## src/hdl/bhp_pkg.sv

```systemverilog
// Shared types and constants for the BMP header parser.
// Used by bhp_fields, bhp_result and bmp_header_parser_top; depends on nothing.

package bhp_pkg;

    // Signature bytes
    localparam logic [7:0] SIG_B = 8'h42;
    localparam logic [7:0] SIG_M = 8'h4D;

    // Header size codes
    localparam logic [31:0] HDR_CORE     = 32'd12;
    localparam logic [31:0] HDR_INFO_MIN = 32'd40;

    // Byte offsets within the file
    localparam logic [5:0] OFS_HDR_SIZE0 = 6'd14;
    localparam logic [5:0] OFS_HDR_SIZE1 = 6'd15;
    localparam logic [5:0] OFS_HDR_SIZE2 = 6'd16;
    localparam logic [5:0] OFS_HDR_SIZE3 = 6'd17;
    localparam logic [5:0] OFS_FIELD18   = 6'd18;
    localparam logic [5:0] OFS_FIELD19   = 6'd19;
    localparam logic [5:0] OFS_FIELD20   = 6'd20;
    localparam logic [5:0] OFS_FIELD21   = 6'd21;
    localparam logic [5:0] OFS_FIELD22   = 6'd22;
    localparam logic [5:0] OFS_FIELD23   = 6'd23;
    localparam logic [5:0] OFS_FIELD24   = 6'd24;
    localparam logic [5:0] OFS_FIELD25   = 6'd25;
    localparam logic [5:0] OFS_DEPTH0    = 6'd28;
    localparam logic [5:0] OFS_DEPTH1    = 6'd29;
    localparam logic [5:0] OFS_COMP0     = 6'd30;
    localparam logic [5:0] OFS_COMP1     = 6'd31;
    localparam logic [5:0] OFS_COMP2     = 6'd32;
    localparam logic [5:0] OFS_COMP3     = 6'd33;
    localparam logic [5:0] OFS_COLORS0   = 6'd46;
    localparam logic [5:0] OFS_COLORS1   = 6'd47;
    localparam logic [5:0] OFS_COLORS2   = 6'd48;
    localparam logic [5:0] OFS_COLORS3   = 6'd49;
    localparam logic [5:0] OFS_MIN_LEN   = 6'd17;  // last offset of an 18-byte stream
    localparam logic [5:0] OFS_CORE_LEN  = 6'd25;  // last offset of a 26-byte stream
    localparam logic [5:0] OFS_CORE_PAL  = 6'd26;
    localparam logic [5:0] OFS_INFO_LEN  = 6'd49;  // last offset of a 50-byte stream
    localparam logic [5:0] INFO_PAL_BASE = 6'd14;

    // Palette limits
    localparam logic [15:0] PAL_MAX_DEPTH = 16'd8;

    // Compression codes
    localparam logic [31:0] COMP_RGB       = 32'd0;
    localparam logic [31:0] COMP_RLE8      = 32'd1;
    localparam logic [31:0] COMP_BITFIELDS = 32'd3;

    // Bit depths with a fixed channel count
    localparam logic [15:0] BPP_16 = 16'd16;
    localparam logic [15:0] BPP_24 = 16'd24;
    localparam logic [15:0] BPP_32 = 16'd32;

    // Header kinds
    localparam logic [1:0] KIND_NONE = 2'd0;
    localparam logic [1:0] KIND_CORE = 2'd1;
    localparam logic [1:0] KIND_INFO = 2'd2;

    // Channel counts
    localparam logic [2:0] CH_NONE = 3'd0;
    localparam logic [2:0] CH_GRAY = 3'd1;
    localparam logic [2:0] CH_RGB  = 3'd3;
    localparam logic [2:0] CH_RGBA = 3'd4;

    // Header state after the current byte, plus stream length flags
    typedef struct packed {
        logic        signature_ok;
        logic [31:0] header_length;
        logic [31:0] width_word;
        logic [31:0] height_word;
        logic [15:0] depth_word;
        logic [31:0] compression_word;
        logic [31:0] colors_word;
        logic        color_seen;
        logic        len_ge18;
        logic        len_ge26;
        logic        len_ge50;
    } bhp_snap_t;

    // Result item; last field in the lowest bits
    typedef struct packed {
        logic [2:0]  channels;
        logic [31:0] compression;
        logic [15:0] bits_per_pixel;
        logic [31:0] image_height;
        logic [31:0] image_width;
        logic [1:0]  header_kind;
        logic        status;
        logic        can_parse;
    } bhp_result_t;

    localparam int RESULT_BITS = $bits(bhp_result_t);
    localparam int TDATA_BITS  = ((RESULT_BITS + 7) / 8) * 8;

endpackage

```

## src/hdl/bhp_fields.sv

```systemverilog
// Byte offset counter, header field capture and palette scan.
// Depends on bhp_pkg; instantiated by bmp_header_parser_top.

module bhp_fields #(
    parameter int OFFSET_BITS = 32
) (
    input  logic              clk,
    input  logic              rst_n,
    input  logic              fire,
    input  logic [7:0]        data_byte,
    input  logic              last,
    output bhp_pkg::bhp_snap_t snap
);

    localparam int CMP_W = ((OFFSET_BITS > 33) ? OFFSET_BITS : 33) + 1;

    logic [OFFSET_BITS-1:0] offset_reg, offset_next;
    logic                   sig_reg, sig_next;
    logic [31:0]            hl_reg, hl_next;
    logic [31:0]            width_reg, width_next;
    logic [31:0]            height_reg, height_next;
    logic [15:0]            depth_reg, depth_next;
    logic [31:0]            comp_reg, comp_next;
    logic [31:0]            colors_reg, colors_next;
    logic [1:0]             idx_reg, idx_next;
    logic [7:0]             blue_reg, blue_next;
    logic [7:0]             green_reg, green_next;
    logic [8:0]             entries_reg, entries_next;
    logic                   color_reg, color_next;

    logic             cur_small;
    logic [5:0]       lo;
    logic             is_core, is_info;
    logic             depth_ok;
    logic [8:0]       pal_size;
    logic [31:0]      colors_eff;
    logic             comp_pal;
    logic             info_plan;
    logic             plan_ok;
    logic [CMP_W-1:0] cur_ext, pal_start;
    logic             start_ok;
    logic [8:0]       pal_count;
    logic             scan;
    logic             entry_done;

    assign cur_small = (offset_reg[OFFSET_BITS-1:6] == '0);
    assign lo        = offset_reg[5:0];
    assign is_core   = (hl_reg == bhp_pkg::HDR_CORE);
    assign is_info   = (hl_reg >= bhp_pkg::HDR_INFO_MIN);

    // Palette plan; header fields are settled well before the palette starts
    assign depth_ok   = (depth_reg <= bhp_pkg::PAL_MAX_DEPTH);
    assign pal_size   = 9'd1 << depth_reg[3:0];
    assign colors_eff = (colors_reg == '0) ? 32'(pal_size) : colors_reg;
    assign comp_pal   = (comp_reg == bhp_pkg::COMP_RGB) || (comp_reg == bhp_pkg::COMP_RLE8);
    assign info_plan  = is_info && comp_pal && (colors_eff <= 32'(pal_size));
    assign plan_ok    = depth_ok && (is_core || info_plan);
    assign cur_ext    = CMP_W'(offset_reg);
    assign pal_start  = CMP_W'(hl_reg) + CMP_W'(bhp_pkg::INFO_PAL_BASE);
    assign start_ok   = is_core ? (!cur_small || lo >= bhp_pkg::OFS_CORE_PAL)
                                : (cur_ext >= pal_start);
    assign pal_count  = is_core ? pal_size : colors_eff[8:0];
    assign scan       = plan_ok && start_ok && (entries_reg < pal_count);
    assign entry_done = is_core ? (idx_reg == 2'd2) : (idx_reg == 2'd3);

    always_comb
    begin
        sig_next     = sig_reg;
        hl_next      = hl_reg;
        width_next   = width_reg;
        height_next  = height_reg;
        depth_next   = depth_reg;
        comp_next    = comp_reg;
        colors_next  = colors_reg;
        idx_next     = idx_reg;
        blue_next    = blue_reg;
        green_next   = green_reg;
        entries_next = entries_reg;
        color_next   = color_reg;

        if (offset_reg == '0)
        begin
            sig_next = (data_byte == bhp_pkg::SIG_B);
        end
        else if (cur_small && lo == 6'd1)
        begin
            sig_next = sig_reg && (data_byte == bhp_pkg::SIG_M);
        end

        if (cur_small)
        begin
            unique case (lo)
                bhp_pkg::OFS_HDR_SIZE0: hl_next[7:0]   = data_byte;
                bhp_pkg::OFS_HDR_SIZE1: hl_next[15:8]  = data_byte;
                bhp_pkg::OFS_HDR_SIZE2: hl_next[23:16] = data_byte;
                bhp_pkg::OFS_HDR_SIZE3: hl_next[31:24] = data_byte;
                bhp_pkg::OFS_FIELD18:
                begin
                    if (is_core || is_info) width_next[7:0] = data_byte;
                end
                bhp_pkg::OFS_FIELD19:
                begin
                    if (is_core || is_info) width_next[15:8] = data_byte;
                end
                bhp_pkg::OFS_FIELD20:
                begin
                    if (is_core)      height_next[7:0]  = data_byte;
                    else if (is_info) width_next[23:16] = data_byte;
                end
                bhp_pkg::OFS_FIELD21:
                begin
                    if (is_core)      height_next[15:8] = data_byte;
                    else if (is_info) width_next[31:24] = data_byte;
                end
                bhp_pkg::OFS_FIELD22:
                begin
                    if (is_info) height_next[7:0] = data_byte;
                end
                bhp_pkg::OFS_FIELD23:
                begin
                    if (is_info) height_next[15:8] = data_byte;
                end
                bhp_pkg::OFS_FIELD24:
                begin
                    if (is_core)      depth_next[7:0]    = data_byte;
                    else if (is_info) height_next[23:16] = data_byte;
                end
                bhp_pkg::OFS_FIELD25:
                begin
                    if (is_core)      depth_next[15:8]   = data_byte;
                    else if (is_info) height_next[31:24] = data_byte;
                end
                bhp_pkg::OFS_DEPTH0:
                begin
                    if (is_info) depth_next[7:0] = data_byte;
                end
                bhp_pkg::OFS_DEPTH1:
                begin
                    if (is_info) depth_next[15:8] = data_byte;
                end
                bhp_pkg::OFS_COMP0:
                begin
                    if (is_info) comp_next[7:0] = data_byte;
                end
                bhp_pkg::OFS_COMP1:
                begin
                    if (is_info) comp_next[15:8] = data_byte;
                end
                bhp_pkg::OFS_COMP2:
                begin
                    if (is_info) comp_next[23:16] = data_byte;
                end
                bhp_pkg::OFS_COMP3:
                begin
                    if (is_info) comp_next[31:24] = data_byte;
                end
                bhp_pkg::OFS_COLORS0:
                begin
                    if (is_info) colors_next[7:0] = data_byte;
                end
                bhp_pkg::OFS_COLORS1:
                begin
                    if (is_info) colors_next[15:8] = data_byte;
                end
                bhp_pkg::OFS_COLORS2:
                begin
                    if (is_info) colors_next[23:16] = data_byte;
                end
                bhp_pkg::OFS_COLORS3:
                begin
                    if (is_info) colors_next[31:24] = data_byte;
                end
                default: ;
            endcase
        end

        // Judge each palette entry once blue, green and red are in
        if (scan)
        begin
            unique case (idx_reg)
                2'd0: blue_next  = data_byte;
                2'd1: green_next = data_byte;
                2'd2:
                begin
                    if (blue_reg != green_reg || blue_reg != data_byte)
                        color_next = 1'b1;
                end
                default: ;
            endcase
            if (entry_done)
            begin
                idx_next     = 2'd0;
                entries_next = entries_reg + 9'd1;
            end
            else
            begin
                idx_next = idx_reg + 2'd1;
            end
        end

        // Hold at the top offset once reached
        offset_next = (offset_reg == '1) ? offset_reg : offset_reg + 1'b1;
    end

    always_comb
    begin
        snap.signature_ok     = sig_next;
        snap.header_length    = hl_next;
        snap.width_word       = width_next;
        snap.height_word      = height_next;
        snap.depth_word       = depth_next;
        snap.compression_word = comp_next;
        snap.colors_word      = colors_next;
        snap.color_seen       = color_next;
        snap.len_ge18         = !cur_small || (lo >= bhp_pkg::OFS_MIN_LEN);
        snap.len_ge26         = !cur_small || (lo >= bhp_pkg::OFS_CORE_LEN);
        snap.len_ge50         = !cur_small || (lo >= bhp_pkg::OFS_INFO_LEN);
    end

    // Clear everything after the final byte so the next file starts fresh
    always_ff @(posedge clk or negedge rst_n)
    begin
        if (!rst_n)
        begin
            offset_reg  <= '0;
            sig_reg     <= 1'b0;
            hl_reg      <= '0;
            width_reg   <= '0;
            height_reg  <= '0;
            depth_reg   <= '0;
            comp_reg    <= '0;
            colors_reg  <= '0;
            idx_reg     <= '0;
            blue_reg    <= '0;
            green_reg   <= '0;
            entries_reg <= '0;
            color_reg   <= 1'b0;
        end
        else if (fire)
        begin
            if (last)
            begin
                offset_reg  <= '0;
                sig_reg     <= 1'b0;
                hl_reg      <= '0;
                width_reg   <= '0;
                height_reg  <= '0;
                depth_reg   <= '0;
                comp_reg    <= '0;
                colors_reg  <= '0;
                idx_reg     <= '0;
                blue_reg    <= '0;
                green_reg   <= '0;
                entries_reg <= '0;
                color_reg   <= 1'b0;
            end
            else
            begin
                offset_reg  <= offset_next;
                sig_reg     <= sig_next;
                hl_reg      <= hl_next;
                width_reg   <= width_next;
                height_reg  <= height_next;
                depth_reg   <= depth_next;
                comp_reg    <= comp_next;
                colors_reg  <= colors_next;
                idx_reg     <= idx_next;
                blue_reg    <= blue_next;
                green_reg   <= green_next;
                entries_reg <= entries_next;
                color_reg   <= color_next;
            end
        end
    end

endmodule

```

## src/hdl/bhp_result.sv

```systemverilog
// Result decode (header kind, sizes, channel count) and the output register.
// Depends on bhp_pkg; instantiated by bmp_header_parser_top.

module bhp_result (
    input  logic                 clk,
    input  logic                 rst_n,
    input  logic                 load,
    input  bhp_pkg::bhp_snap_t   snap,
    output logic                 out_valid,
    input  logic                 out_ready,
    output bhp_pkg::bhp_result_t out_item
);

    logic                 valid_reg, valid_next;
    bhp_pkg::bhp_result_t item_reg;
    bhp_pkg::bhp_result_t item_next;

    logic        kind_core, kind_info;
    logic [15:0] bpp;
    logic [31:0] comp;
    logic [31:0] ncolors;
    logic [8:0]  pal_size;
    logic        pal_depth;
    logic        colored;
    logic        comp_pal;
    logic [2:0]  ch;

    assign kind_core = (snap.header_length == bhp_pkg::HDR_CORE) && snap.len_ge26;
    assign kind_info = !kind_core && (snap.header_length >= bhp_pkg::HDR_INFO_MIN)
                       && snap.len_ge50;

    assign bpp       = (kind_core || kind_info) ? snap.depth_word : '0;
    assign comp      = kind_info ? snap.compression_word : '0;
    assign pal_depth = (bpp <= bhp_pkg::PAL_MAX_DEPTH);
    assign pal_size  = 9'd1 << bpp[3:0];
    assign colored   = (kind_core || kind_info) && snap.color_seen;
    assign comp_pal  = (comp == bhp_pkg::COMP_RGB) || (comp == bhp_pkg::COMP_RLE8);

    always_comb
    begin
        if (kind_core)
            ncolors = pal_depth ? 32'(pal_size) : '0;
        else if (kind_info)
            ncolors = (pal_depth && snap.colors_word == '0) ? 32'(pal_size) : snap.colors_word;
        else
            ncolors = '0;
    end

    always_comb
    begin
        ch = bhp_pkg::CH_NONE;
        if (comp_pal)
        begin
            priority if (pal_depth && ncolors <= 32'(pal_size))
                ch = colored ? bhp_pkg::CH_RGB : bhp_pkg::CH_GRAY;
            else if (bpp == bhp_pkg::BPP_24)
                ch = bhp_pkg::CH_RGB;
            else if (bpp == bhp_pkg::BPP_32)
                ch = bhp_pkg::CH_RGBA;
            else
                ch = bhp_pkg::CH_NONE;
        end
        else if (comp == bhp_pkg::COMP_BITFIELDS)
        begin
            if (bpp == bhp_pkg::BPP_16)
                ch = bhp_pkg::CH_RGB;
            else if (bpp == bhp_pkg::BPP_32)
                ch = bhp_pkg::CH_RGBA;
        end
    end

    always_comb
    begin
        item_next = '0;
        if (!snap.len_ge18)
        begin
            item_next.status = 1'b1;
        end
        else
        begin
            item_next.can_parse      = snap.signature_ok;
            item_next.bits_per_pixel = bpp;
            item_next.compression    = comp;
            item_next.channels       = ch;
            if (kind_core)
            begin
                item_next.header_kind  = bhp_pkg::KIND_CORE;
                item_next.image_width  = {16'd0, snap.width_word[15:0]};
                item_next.image_height = {16'd0, snap.height_word[15:0]};
            end
            else if (kind_info)
            begin
                // Magnitude of the signed sizes
                item_next.header_kind  = bhp_pkg::KIND_INFO;
                item_next.image_width  = snap.width_word[31] ? (32'd0 - snap.width_word)
                                                             : snap.width_word;
                item_next.image_height = snap.height_word[31] ? (32'd0 - snap.height_word)
                                                              : snap.height_word;
            end
            else
            begin
                item_next.header_kind = bhp_pkg::KIND_NONE;
            end
        end
    end

    always_comb
    begin
        if (load)
            valid_next = 1'b1;
        else if (out_ready)
            valid_next = 1'b0;
        else
            valid_next = valid_reg;
    end

    always_ff @(posedge clk or negedge rst_n)
    begin
        if (!rst_n)
            valid_reg <= 1'b0;
        else
            valid_reg <= valid_next;
    end

    always_ff @(posedge clk)
    begin
        if (load)
            item_reg <= item_next;
    end

    assign out_valid = valid_reg;
    assign out_item  = item_reg;

endmodule

```

## src/hdl/bmp_header_parser_top.sv

```systemverilog
// BMP header parser top level: stream ports, field capture and result register.
// Depends on bhp_pkg, bhp_fields and bhp_result.
//
// Usage: stream a BMP file into the slave side one byte per transfer, with
// s_axis_tlast high on the final byte. Every byte updates the offset counter,
// the header fields and the palette scan in the cycle it is accepted. The
// final byte also loads one result into the output register; no other byte
// produces a result. The result appears on the master side in the cycle after
// the final byte is accepted and stays until it is taken.
// Throughput: one byte per cycle, set by the single register stage that holds
// the header state. s_axis_tready is high while the output register is empty
// or being emptied in the same cycle, so a new result can follow a taken one
// with no gap. While a result is held and the receiver stalls, s_axis_tready
// drops and every input byte waits until that result is taken.
// Reset clears the offset, the header state and the output valid. After the
// final byte of a file the offset and the header state are clear again, ready for the next.

module bmp_header_parser_top #(
    parameter int OFFSET_BITS = 32
) (
    input  logic                            clk,
    input  logic                            rst_n,
    input  logic                            s_axis_tvalid,
    output logic                            s_axis_tready,
    input  logic [7:0]                      s_axis_tdata,  // [7:0] data_byte
    input  logic                            s_axis_tlast,  // last
    output logic                            m_axis_tvalid,
    input  logic                            m_axis_tready,
    // [0] can_parse, [1] status, [3:2] header_kind, [35:4] image_width,
    // [67:36] image_height, [83:68] bits_per_pixel, [115:84] compression,
    // [118:116] channels, [119] zero
    output logic [bhp_pkg::TDATA_BITS-1:0]  m_axis_tdata
);

    logic                 s_fire;
    bhp_pkg::bhp_snap_t   snap;
    bhp_pkg::bhp_result_t res;

    assign s_axis_tready = !m_axis_tvalid || m_axis_tready;
    assign s_fire        = s_axis_tvalid && s_axis_tready;

    bhp_fields #(
        .OFFSET_BITS (OFFSET_BITS)
    ) u_fields (
        .clk       (clk),
        .rst_n     (rst_n),
        .fire      (s_fire),
        .data_byte (s_axis_tdata),
        .last      (s_axis_tlast),
        .snap      (snap)
    );

    bhp_result u_result (
        .clk       (clk),
        .rst_n     (rst_n),
        .load      (s_fire && s_axis_tlast),
        .snap      (snap),
        .out_valid (m_axis_tvalid),
        .out_ready (m_axis_tready),
        .out_item  (res)
    );

    assign m_axis_tdata = bhp_pkg::TDATA_BITS'(res);

    // A final byte always yields a result in the next cycle
    a_last_gives_result: assert property (@(posedge clk) disable iff (!rst_n)
        (s_fire && s_axis_tlast) |=> m_axis_tvalid)
        else $error("final byte produced no result");

    // Bytes other than the final one never create a result
    a_no_spurious_result: assert property (@(posedge clk) disable iff (!rst_n)
        (!m_axis_tvalid && !(s_fire && s_axis_tlast)) |=> !m_axis_tvalid)
        else $error("result appeared without a final byte");

    // A short stream reports nothing but the status
    a_short_stream: assert property (@(posedge clk) disable iff (!rst_n)
        (m_axis_tvalid && res.status) |->
            (!res.can_parse && res.header_kind == bhp_pkg::KIND_NONE
             && res.channels == bhp_pkg::CH_NONE))
        else $error("short stream result carries header data");

    // Input stalls only behind a held, stalled result
    a_ready_only_on_stall: assert property (@(posedge clk) disable iff (!rst_n)
        !s_axis_tready |-> (m_axis_tvalid && !m_axis_tready))
        else $error("input stalled without a pending result");

    // Unsupported header kind reports zero sizes
    a_kind_none_zero: assert property (@(posedge clk) disable iff (!rst_n)
        (m_axis_tvalid && res.header_kind == bhp_pkg::KIND_NONE) |->
            (res.image_width == '0 && res.image_height == '0 && res.compression == '0))
        else $error("unsupported header with non-zero fields");

endmodule
```

## config.mk

```make
export PLATFORM = sky130hd
export DESIGN_NAME = bmp_header_parser_top
export DESIGN_NICKNAME = d
export VERILOG_FILES = /design/src/hdl/bhp_pkg.sv /design/src/hdl/bhp_fields.sv /design/src/hdl/bhp_result.sv /design/src/hdl/bmp_header_parser_top.sv
export SDC_FILE = /design/constraint.sdc
export NUM_CORES = 1
export LEC_CHECK = 0
export ABC_CLOCK_PERIOD_IN_PS = 6100
export BUFFER_PORTS_ARGS = -buffer_cell sky130_fd_sc_hd__buf_2
export CORE_MARGIN = 5
export CORE_UTILIZATION = 52
export CTS_BUF_LIST = sky130_fd_sc_hd__clkbuf_8 sky130_fd_sc_hd__clkbuf_16
export CTS_CLUSTER_DIAMETER = 150
export CTS_CLUSTER_SIZE = 20
export DETAILED_ROUTE_END_ITERATION = 12
export PLACE_DENSITY = 0.7
export REMOVE_ABC_BUFFERS = 1
export SYNTH_ARGS = -nofsm -noshare
export SYNTH_HDL_FRONTEND = slang
export SYNTH_SLANG_ARGS = --single-unit
```

## constraint.sdc

```tcl
create_clock -name clk -period 6.1 [get_ports clk]
set_clock_uncertainty 0.05 [all_clocks]
set_input_delay 0.61 -clock clk [delete_from_list [all_inputs] [get_ports clk]]
set_output_delay 0.61 -clock clk [all_outputs]
set_load 0.005 [all_outputs]
```

==> results of run 1 <==
## kinds of logic after synthesis
logic type | share of synthesized area [%]
compound gates | 17.9
xor+xnor | 4.13
simple gates | 21.5
buf+inv | 4.03
other cells | 0.0177
mux | 3.32
flops | 44.9
fa+ha+maj | 4.19
## metrics by stage
step,power (mW),util [%],hold WS (ns),worst slack [ns],TNS [ns]
final,4.54,56.5,0.0198,0.444,0
after CTS,4.54,56.5,0.0693,0.696,0
after floorplan,2.85,-,0.264,-1.57,-3.13
after global placement,3.10,55.1,0.412,0.809,0
after global routing,4.69,56.5,0.102,0.0102,0
after detailed placement,3.11,55.1,0.424,0.713,0
## critical path, cell delays in order (launching register included)
cell and delay (ns):
dfrtp_1 0.47, o21ai_0 0.55, nand4_1 0.43, o21ai_0 0.47
a211o_1 0.33, mux2i_1 0.41, nand4_1 0.22, a211oi_1 0.43
o21a_1 0.34, a31o_2 0.20, ha_1 0.23, nor2b_1 0.13
o21ai_0 0.18, a21oi_1 0.10, o41ai_1 0.28, a21oi_1 0.16
a211oi_1 0.20, o211ai_1 0.15, a22oi_1 0.20
## cell type report
class	count	area [um2]
Multi-Input combinational cell	1751	10800
Tap cell	532	666
Fill cell	3595	17600
Clock inverter	16	66.3
Sequential cell	357	9530
Clock buffer	21	526
Timing Repair Buffer	192	1130
Inverter	41	159
## metal layers
layer / global-route usage (%) / part of all wire, % / vias to the layer above
li1: - / - / 8572
met1: 43.4 / 42 / 9367
met2: 48.1 / 45 / 944
met3: 5.85 / 9.3 / 203
met4: 10.6 / 4.1 / 4
met5: 0 / 0.035 / -
## cell usage after synthesis, types with 47 or more instances
| cell type | count |
|---|---|
| nand2_1 | 319 |
| dfrtp_1 | 238 |
| nor2_1 | 197 |
| o21ai_0 | 175 |
| a21oi_1 | 125 |
| edfxtp_1 | 119 |
| a22o_1 | 73 |
| clkbuf_1 | 73 |
| ha_1 | 71 |
| nor3_1 | 64 |
| xor2_1 | 59 |
| nand3_1 | 57 |
| mux2i_1 | 50 |
| nand4_1 | 49 |
| nor4_1 | 47 |
## layout by cell type (no fill, tap or decap), types with 37 or more instances in the layout
cell      synthesis  layout
a21oi_1         125     125
a22o_1           73      73
buf_2            26     132
buf_4             4      58
dfrtp_1         238     238
edfxtp_1        119     119
ha_1             71      71
inv_1            39      52
mux2i_1          50      50
nand2_1         319     318
nand3_1          57      57
nand4_1          49      49
nor2_1          197     196
nor3_1           64      63
nor4_1           47      47
o21ai_0         175     175
or3_1            37      37
xnor2_1          41      41
xor2_1           59      59
## worst max path at each step
stage | startpoint | endpoint | slack (ns) | cells past startpoint
2_1_floorplan | u_fields.offset_reg[12] | u_result.out_item[117] | -1.57 | 18
4_1_cts | u_fields.hl_reg[4] | u_result.out_item[117] | 0.70 | 18
3_5_place_dp | u_fields.hl_reg[4] | u_result.out_item[117] | 0.71 | 18
3_3_place_gp | u_fields.hl_reg[4] | u_result.out_item[117] | 0.81 | 18
6_report | u_fields.hl_reg[4] | u_result.out_item[117] | 0.44 | 18
5_1_grt | u_fields.hl_reg[4] | u_result.out_item[117] | 0.01 | 18
## where the power goes
part           switching, mW  internal (mW)  total, mW
clock                  0.837          0.631       1.47
combinational          0.366          0.144      0.510
sequential            0.0457           2.52       2.56
total                   1.25           3.29       4.54
==> flow_metrics.env, run 1 <==
export IMPL_yosysTopAreaCell="dfrtp_1"
export IMPL_num_rows=74
export IMPL_coreArea_um2=40600
export IMPL_hold_buffers=0
export IMPL_start_util_pct=52.3
export IMPL_worstPathMaxFanout=7
export IMPL_ir_worst_vdd_mv=0.132
export IMPL_critPathCaptureType="flop"
export IMPL_slew_headroom_pct=13.1
export IMPL_ant_nets=0
export IMPL_synth_seq_cells=357
export IMPL_vias=19100
export IMPL_h_tree_depth=1
export IMPL_largest_register_ffs=119
export IMPL_grt_start_max_net_pins=104
export IMPL_synth_area_leaders="dfrtp_1 28%, edfxtp_1 17%, nand2_1 5.6%, ha_1 4.2%, o21ai_0 4.1%"
export IMPL_fin_crit_sh_pct=92.7
export IMPL_ctsResizeCount=0
export IMPL_hold_path_class="in2async"
export IMPL_p_leak_nw=9.42
export IMPL_grt_pass1_vias=18100
export IMPL_grt_setup_unrepaired="false"
export IMPL_syn_area_um2=21200
export IMPL_status="complete, no violations"
export IMPL_ios=135
export IMPL_fp_dieH_um=212
export IMPL_min_period_ns=5.66
export IMPL_r2r_slack_ns=0.44
export IMPL_yosysWarnings=0
export IMPL_drt_iter0_drc=2314
export IMPL_wire_per_inst_um=24.3
export IMPL_synthDistinctLibCells=87
export IMPL_placed_area_um2=22300
export IMPL_gp_congestion=1.01
export IMPL_drv_cap=0
export IMPL_crit_type="reg2reg"
export IMPL_setup_viol=0
export IMPL_routed_wl_um=70600
export IMPL_final_max_slew_viol_count=0
export IMPL_worstPathArrival_ns=6.03
export IMPL_synth_top_area_share_pct=28.1
export IMPL_grt_usage_pct=30.8
export IMPL_tightest_slew_ns=1.29
export IMPL_cts_tree="built"
export IMPL_fin_nets=2448
export IMPL_synthCells=2283
export IMPL_synth_edf_count=119
export IMPL_io_buffers=133
export IMPL_syn2layout_area_growth_pct=8.08
export IMPL_cts_num_sinks=357
export IMPL_grt_overflow=0
export IMPL_r2r_end="u_result.out_item[117]"
export IMPL_cp_start_kind="flop"
export IMPL_numPlacedInstances=2873
export IMPL_layout_drive_gt1_share_pct=11.7
export IMPL_required_ns=6.47
export IMPL_die_area_um2=44900
export IMPL_dpl_hpwl_um=50400
export IMPL_dr_pass1_iters=5
export IMPL_timing_final_hold_violations=0
export IMPL_power_density_nw_per_um2=198
export IMPL_antenna_cells=0
export IMPL_post_cts_buffers=0
export IMPL_antenna_found_initial=2
export IMPL_clock_latency_ns=0.56
export IMPL_yosysSeqAreaShare_pct=44.9
export IMPL_viasPerCell=6.56
export IMPL_clk_pin_slew_ns=0.10
export IMPL_reg2reg_depth=18
export IMPL_grt_pass1_wl_um=108000
export IMPL_root_buffer="clkbuf_16"
export IMPL_die_w_um=212
export IMPL_design_area_um2=22900
export IMPL_synth_main_ff_cell="dfrtp_1"
export IMPL_max_freq_mhz=177
export IMPL_avgSynthCellArea_um2=9.29
export IMPL_numCtsBuffers=21
export IMPL_cts_buffer_depth=3
export IMPL_async_flop_share_pct=66.7
export IMPL_drc=0
export IMPL_crit_reg2reg_launch="u_fields.hl_reg[4]"
export IMPL_final_cells=2910
No activity file was read; power rests on OpenSTA's default activity.
==> run 2: changes to the inputs <==
- BUFFER_PORTS_ARGS: -buffer_cell sky130_fd_sc_hd__buf_2 -> -buffer_cell sky130_fd_sc_hd__clkbuf_2
==> run 2 against run 1 <==
Net effect:
- worst setup slack improved by 0.044 ns
- largest power group unchanged
- cell area about the same
- combinational power decreased by 2%
- routed wire length decreased by 3.5%
- power decreased by 0.47%
- count of clock-buffer cells in the layout unchanged
- critical endpoint unchanged
- via count decreased by 0.71%
==> flow_metrics.env, run 2 (synthesis gave the netlist of run 1 again) <==
export IMPL_status="complete, no violations"
export IMPL_clock_latency_ns=0.57
export IMPL_dpl_hpwl_um=48900
export IMPL_grt_overflow=0
export IMPL_ir_worst_vdd_mv=0.161
export IMPL_coreArea_um2=40600
export IMPL_crit_start="u_fields.offset_reg[25]"
export IMPL_dr_pass1_iters=7
export IMPL_vias=19000
export IMPL_die_w_um=212
export IMPL_fin_crit_sh_pct=92.0
export IMPL_layout_common_cells="318 x nand2_1, 238 x dfrtp_1, 196 x nor2_1, 174 x o21ai_0, 132 x clkbuf_2"
export IMPL_timing_final_hold_violations=0
export IMPL_grt_start_max_net_pins=121
export IMPL_cts_buffer_depth=3
export IMPL_power_density_nw_per_um2=197
export IMPL_r2r_end="u_result.out_item[117]"
export IMPL_cts_tree="built"
export IMPL_max_freq_mhz=178
export IMPL_root_buffer="clkbuf_16"
export IMPL_worstPathArrival_ns=5.97
export IMPL_gp_congestion=0.979
export IMPL_drc=0
export IMPL_antenna_cells=0
export IMPL_final_max_slew_viol_count=0
export IMPL_io_buffers=133
export IMPL_fin_nets=2446
export IMPL_ios=135
export IMPL_fp_dieH_um=212
export IMPL_clk_pin_slew_ns=0.08
export IMPL_num_rows=74
export IMPL_crit_type="reg2reg"
export IMPL_crit_end="u_result.out_item[117]"
export IMPL_reg2reg_depth=19
export IMPL_grt_setup_unrepaired="false"
export IMPL_cp_start_kind="flop"
export IMPL_grt_usage_pct=29.6
export IMPL_slew_headroom_pct=18.6
export IMPL_antenna_found_initial=2
export IMPL_h_tree_depth=1
export IMPL_drt_iter0_drc=2184
export IMPL_worstPathMaxFanout=16
export IMPL_required_ns=6.46
export IMPL_hold_buffers=0
export IMPL_multi_input_area_um2=10800
export IMPL_largest_register_ffs=119
export IMPL_fillers=3644
export IMPL_seq_area_um2=9530
export IMPL_numCtsBuffers=21
export IMPL_crit_reg2reg_launch="u_fields.offset_reg[25]"
export IMPL_wire_per_inst_um=23.4
export IMPL_final_common_cell="nand2_1"
export IMPL_ant_nets=0
export IMPL_start_util_pct=52.3
export IMPL_die_area_um2=44900
export IMPL_cts_num_sinks=357
export IMPL_tightest_slew_ns=1.21
export IMPL_layout_drive_gt1_share_pct=11.7
export IMPL_grt_pass1_wl_um=105000
export IMPL_setup_viol=0
export IMPL_fin_setup_tns_ns=0
export IMPL_syn2layout_area_growth_pct=8.09
export IMPL_drv_cap=0
export IMPL_r2r_slack_ns=0.49
export IMPL_grt_pass1_vias=18000
export IMPL_routed_wl_um=68100
export IMPL_hold_ws_ns=0.0392
export IMPL_viasPerCell=6.52
export IMPL_p_leak_nw=9.43
export IMPL_min_period_ns=5.61
export IMPL_critPathCaptureType="flop"
export IMPL_hold_path_class="in2async"
run 2: cell types whose count changed in the layout (fill, tap and decap cells not counted), sizes merged:
cell,delta
buf,-134
inv,+1
clkbuf,+132
run 2: per-stage QoR:
step	std cells	power (mW)	instance area, um2	setup WS [ns]	util (%)
after global placement	2871	3.09	22300	0.741	55.1
after global routing	2909	4.67	22900	0.0647	56.5
final	2909	4.52	22900	0.487	56.5
after floorplan	2149	2.85	20500	-1.57	-
after detailed placement	2871	3.10	22300	0.645	55.1
after CTS	2909	4.53	22900	0.597	56.5
run 2: worst min-delay path by stage:
stage,start,to,slack [ns],depth (start not counted)
floorplan,rst_n,u_fields.blue_reg[0],0.26,0
global placement,u_fields.colors_reg[10],u_fields.colors_reg[10],0.41,2
detailed placement,u_fields.height_reg[30],u_fields.height_reg[30],0.42,2
CTS,rst_n,u_fields.colors_reg[15],0.10,1
global route,rst_n,u_fields.comp_reg[23],0.13,1
finish,rst_n,u_fields.colors_reg[15],0.04,1
run 2: worst max-delay path, cell delays in order (launching register included):
cell and delay (ns):
dfrtp_1 0.45, nor4_1 0.45, nand3_1 0.18, buf_4 0.24
nor4_1 0.64, mux2_2 0.43, and4b_1 0.26, a21o_2 0.35
nor3_1 0.26, o21a_1 0.32, a31o_2 0.20, ha_1 0.22
nor2b_1 0.13, o21ai_0 0.18, a21oi_1 0.10, o41ai_1 0.29
a21oi_1 0.16, a211oi_1 0.20, o211ai_1 0.14, a22oi_1 0.19
run 2: repair_timing:
item,in CTS,in global routing
endpoints found under the setup margin,0,1
resized for setup,0,1
buffers inserted,0,0
run 2: final cells by class:
cell class                 count  share of cell area, %
clock buffer                  21                   2.29
timing repair buffer         190                   4.92
tap                          532                   2.90
inverter                      41                  0.693
clock inverter                17                  0.306
multi-input combinational   1751                   47.3
sequential                   357                   41.6
run 2: where the power goes:
group          internal (mW)  total [mW]  switching, mW
registers               2.52        2.56         0.0431
clock network          0.632        1.46          0.826
logic                  0.143       0.502          0.359
run 2: routing by layer:
layer	vias to the layer above	global-route usage, %	routed length (um)
li1	8548	-	-
met1	9263	41.6	28000
met2	957	46.3	30800
met4	0	11.7	3000
met5	-	0	0
met3	186	4.51	6370
==> run 3: changes to the inputs <==
- CORE_UTILIZATION: 52 -> 47
- PLACE_DENSITY: 0.7 -> not set
==> run 3 against run 2 <==
Net effect:
- count of clock-buffer cells in the layout unchanged
- global-route usage down 0.94 points
- fmax down 1.3%
- power up 0.47%
- sequential share of layout area down 0.26 points
- die area up 10%
- worst setup slack worse by 0.074 ns
- combinational power up 4.4%
- largest cell class unchanged
- highest routed layer unchanged
==> flow_metrics.env, run 3 (synthesis gave the netlist of run 1 again) <==
export IMPL_crit_type="reg2reg"
export IMPL_grt_setup_unrepaired="false"
export IMPL_layout_drive_gt1_share_pct=12.0
export IMPL_drt_iter0_drc=1970
export IMPL_start_util_pct=47.8
export IMPL_ios=135
export IMPL_layout_common_cells="318 x nand2_1, 238 x dfrtp_1, 196 x nor2_1, 175 x o21ai_0, 132 x clkbuf_2"
export IMPL_p_leak_nw=9.47
export IMPL_drc=0
export IMPL_layout_setup_ws_ns=0.413
export IMPL_dpl_hpwl_um=52800
export IMPL_post_cts_buffers=0
export IMPL_min_period_ns=5.69
export IMPL_viasPerCell=6.27
export IMPL_worstPathArrival_ns=6.04
export IMPL_grt_pass1_wl_um=111000
export IMPL_root_buffer="clkbuf_16"
export IMPL_dr_pass1_iters=6
export IMPL_die_w_um=222
export IMPL_fin_nets=2457
export IMPL_max_freq_mhz=176
export IMPL_gp_congestion=0.976
export IMPL_setup_viol=0
export IMPL_io_buffers=133
export IMPL_coreArea_um2=44400
export IMPL_ctsResizeCount=0
export IMPL_clock_latency_ns=0.58
export IMPL_grt_overflow=0
export IMPL_timing_final_hold_violations=0
export IMPL_cts_tree="built"
export IMPL_drv_cap=0
export IMPL_numCtsBuffers=21
export IMPL_wl_met1_um=31300
export IMPL_vias=18700
export IMPL_hold_path_class="in2reg"
export IMPL_clk_pin_slew_ns=0.10
export IMPL_fillers=4211
export IMPL_antenna_found_initial=2
export IMPL_highest_layer="met4"
export IMPL_dp_slack_ns=0.607
export IMPL_fin_crit_sh_pct=93.2
export IMPL_largest_register_ffs=119
export IMPL_grt_start_max_net_pins=103
export IMPL_h_tree_depth=1
export IMPL_final_max_slew_viol_count=0
export IMPL_ant_nets=0
export IMPL_num_rows=77
export IMPL_grt_usage_pct=28.6
export IMPL_cts_num_sinks=357
export IMPL_power_density_nw_per_um2=197
export IMPL_wire_per_inst_um=24.6
export IMPL_tightest_slew_ns=1.29
export IMPL_wl_met3_um=6450
export IMPL_required_ns=6.45
export IMPL_slew_headroom_pct=13.5
export IMPL_r2r_slack_ns=0.41
export IMPL_ir_worst_vdd_mv=0.204
export IMPL_p_total_mw=4.54
export IMPL_die_area_um2=49500
export IMPL_final_common_cell="nand2_1"
export IMPL_grt_pass1_vias=17800
export IMPL_routed_wl_um=73400
export IMPL_critPathCaptureType="flop"
export IMPL_cts_buffer_depth=3
export IMPL_cp_start_kind="flop"
export IMPL_status="complete, no violations"
export IMPL_fp_dieH_um=222
export IMPL_met2RoutedLength_um=32500
export IMPL_worstPathMaxFanout=8
export IMPL_syn2layout_area_growth_pct=8.78
==> run 3: cell types whose count changed in the layout (fill, tap and decap cells not counted), sizes merged <==
cell,previous run,this run
dlygate4sd3,0,1
inv,56,55
diode,0,1
buf,58,68
==> run 3: final timing paths <==
check / endpoint / depth (start not counted) / startpoint
setup / recovery: u_result.out_item[117] / 18 / u_fields.hl_reg[4]
hold / removal: u_result.out_valid / 3 / m_axis_tready
setup reg to reg: u_result.out_item[117] / 18 / u_fields.hl_reg[4]
hold reg to reg: u_fields.height_reg[0] / 2 / u_fields.height_reg[0]
max in group asynchronous: u_fields.entries_reg[4] / 3 / rst_n
min in group asynchronous: u_fields.width_reg[27] / 2 / rst_n
==> run 3: worst max-delay path, stage by stage (launching register included) <==
cell      delay (ns)
dfrtp_1         0.46
o21ai_0         0.49
nand4_1         0.45
o21ai_0         0.53
a211o_1         0.33
mux2i_1         0.39
nand4_1         0.21
a211oi_1        0.46
o21a_1          0.37
a31o_2          0.21
ha_1            0.22
nor2b_1         0.13
o21ai_0         0.14
a21oi_1         0.09
o41ai_1         0.27
a21oi_1         0.16
a211oi_1        0.22
o211ai_1        0.14
a22oi_1         0.19
==> run 3: cell type report <==
| class | count | area, um2 | area share (%) |
|---|---|---|---|
| Sequential cell | 357 | 9530 | 41.3 |
| Tap cell | 592 | 741 | 3.21 |
| Inverter | 41 | 159 | 0.689 |
| Timing Repair Buffer | 201 | 1200 | 5.21 |
| Clock buffer | 21 | 526 | 2.28 |
| Clock inverter | 16 | 66.3 | 0.287 |
| Antenna cell | 1 | 2.50 | 0.0108 |
| Multi-Input combinational cell | 1751 | 10800 | 47.0 |
==> run 3: power by group <==
| group | leakage (nW) | total [mW] | internal [mW] | switching [mW] |
|---|---|---|---|---|
| logic | 4.67 | 0.524 | 0.147 | 0.377 |
| registers | 4.46 | 2.56 | 2.52 | 0.0409 |
| clock network | 0.342 | 1.46 | 0.631 | 0.828 |
==> run 3: metal layers <==
layer / global-route usage [%] / up-vias
li1: - / 8553
met1: 40.0 / 9199
met4: 10.0 / 0
met2: 44.2 / 792
met5: 0 / -
met3: 6.48 / 152
==> run 3: what timing repair did <==
item,CTS,global route
hold buffers,1,0
endpoints found under the setup margin,0,0
hold endpoints to repair,64,0
==> run 3: per-stage QoR <==
stage / cell area, um2 / cells / setup TNS [ns] / hold slack (ns) / utilization [%]
2_1_floorplan: 20500 / 2149 / -3.13 / 0.264 / -
3_3_place_gp: 22500 / 2941 / 0 / 0.414 / 50.6
3_5_place_dp: 22500 / 2941 / 0 / 0.421 / 50.6
4_1_cts: 23100 / 2979 / 0 / 0.308 / 51.9
5_1_grt: 23100 / 2979 / 0 / 0.385 / 51.9
6_report: 23100 / 2980 / 0 / 0.331 / 51.9
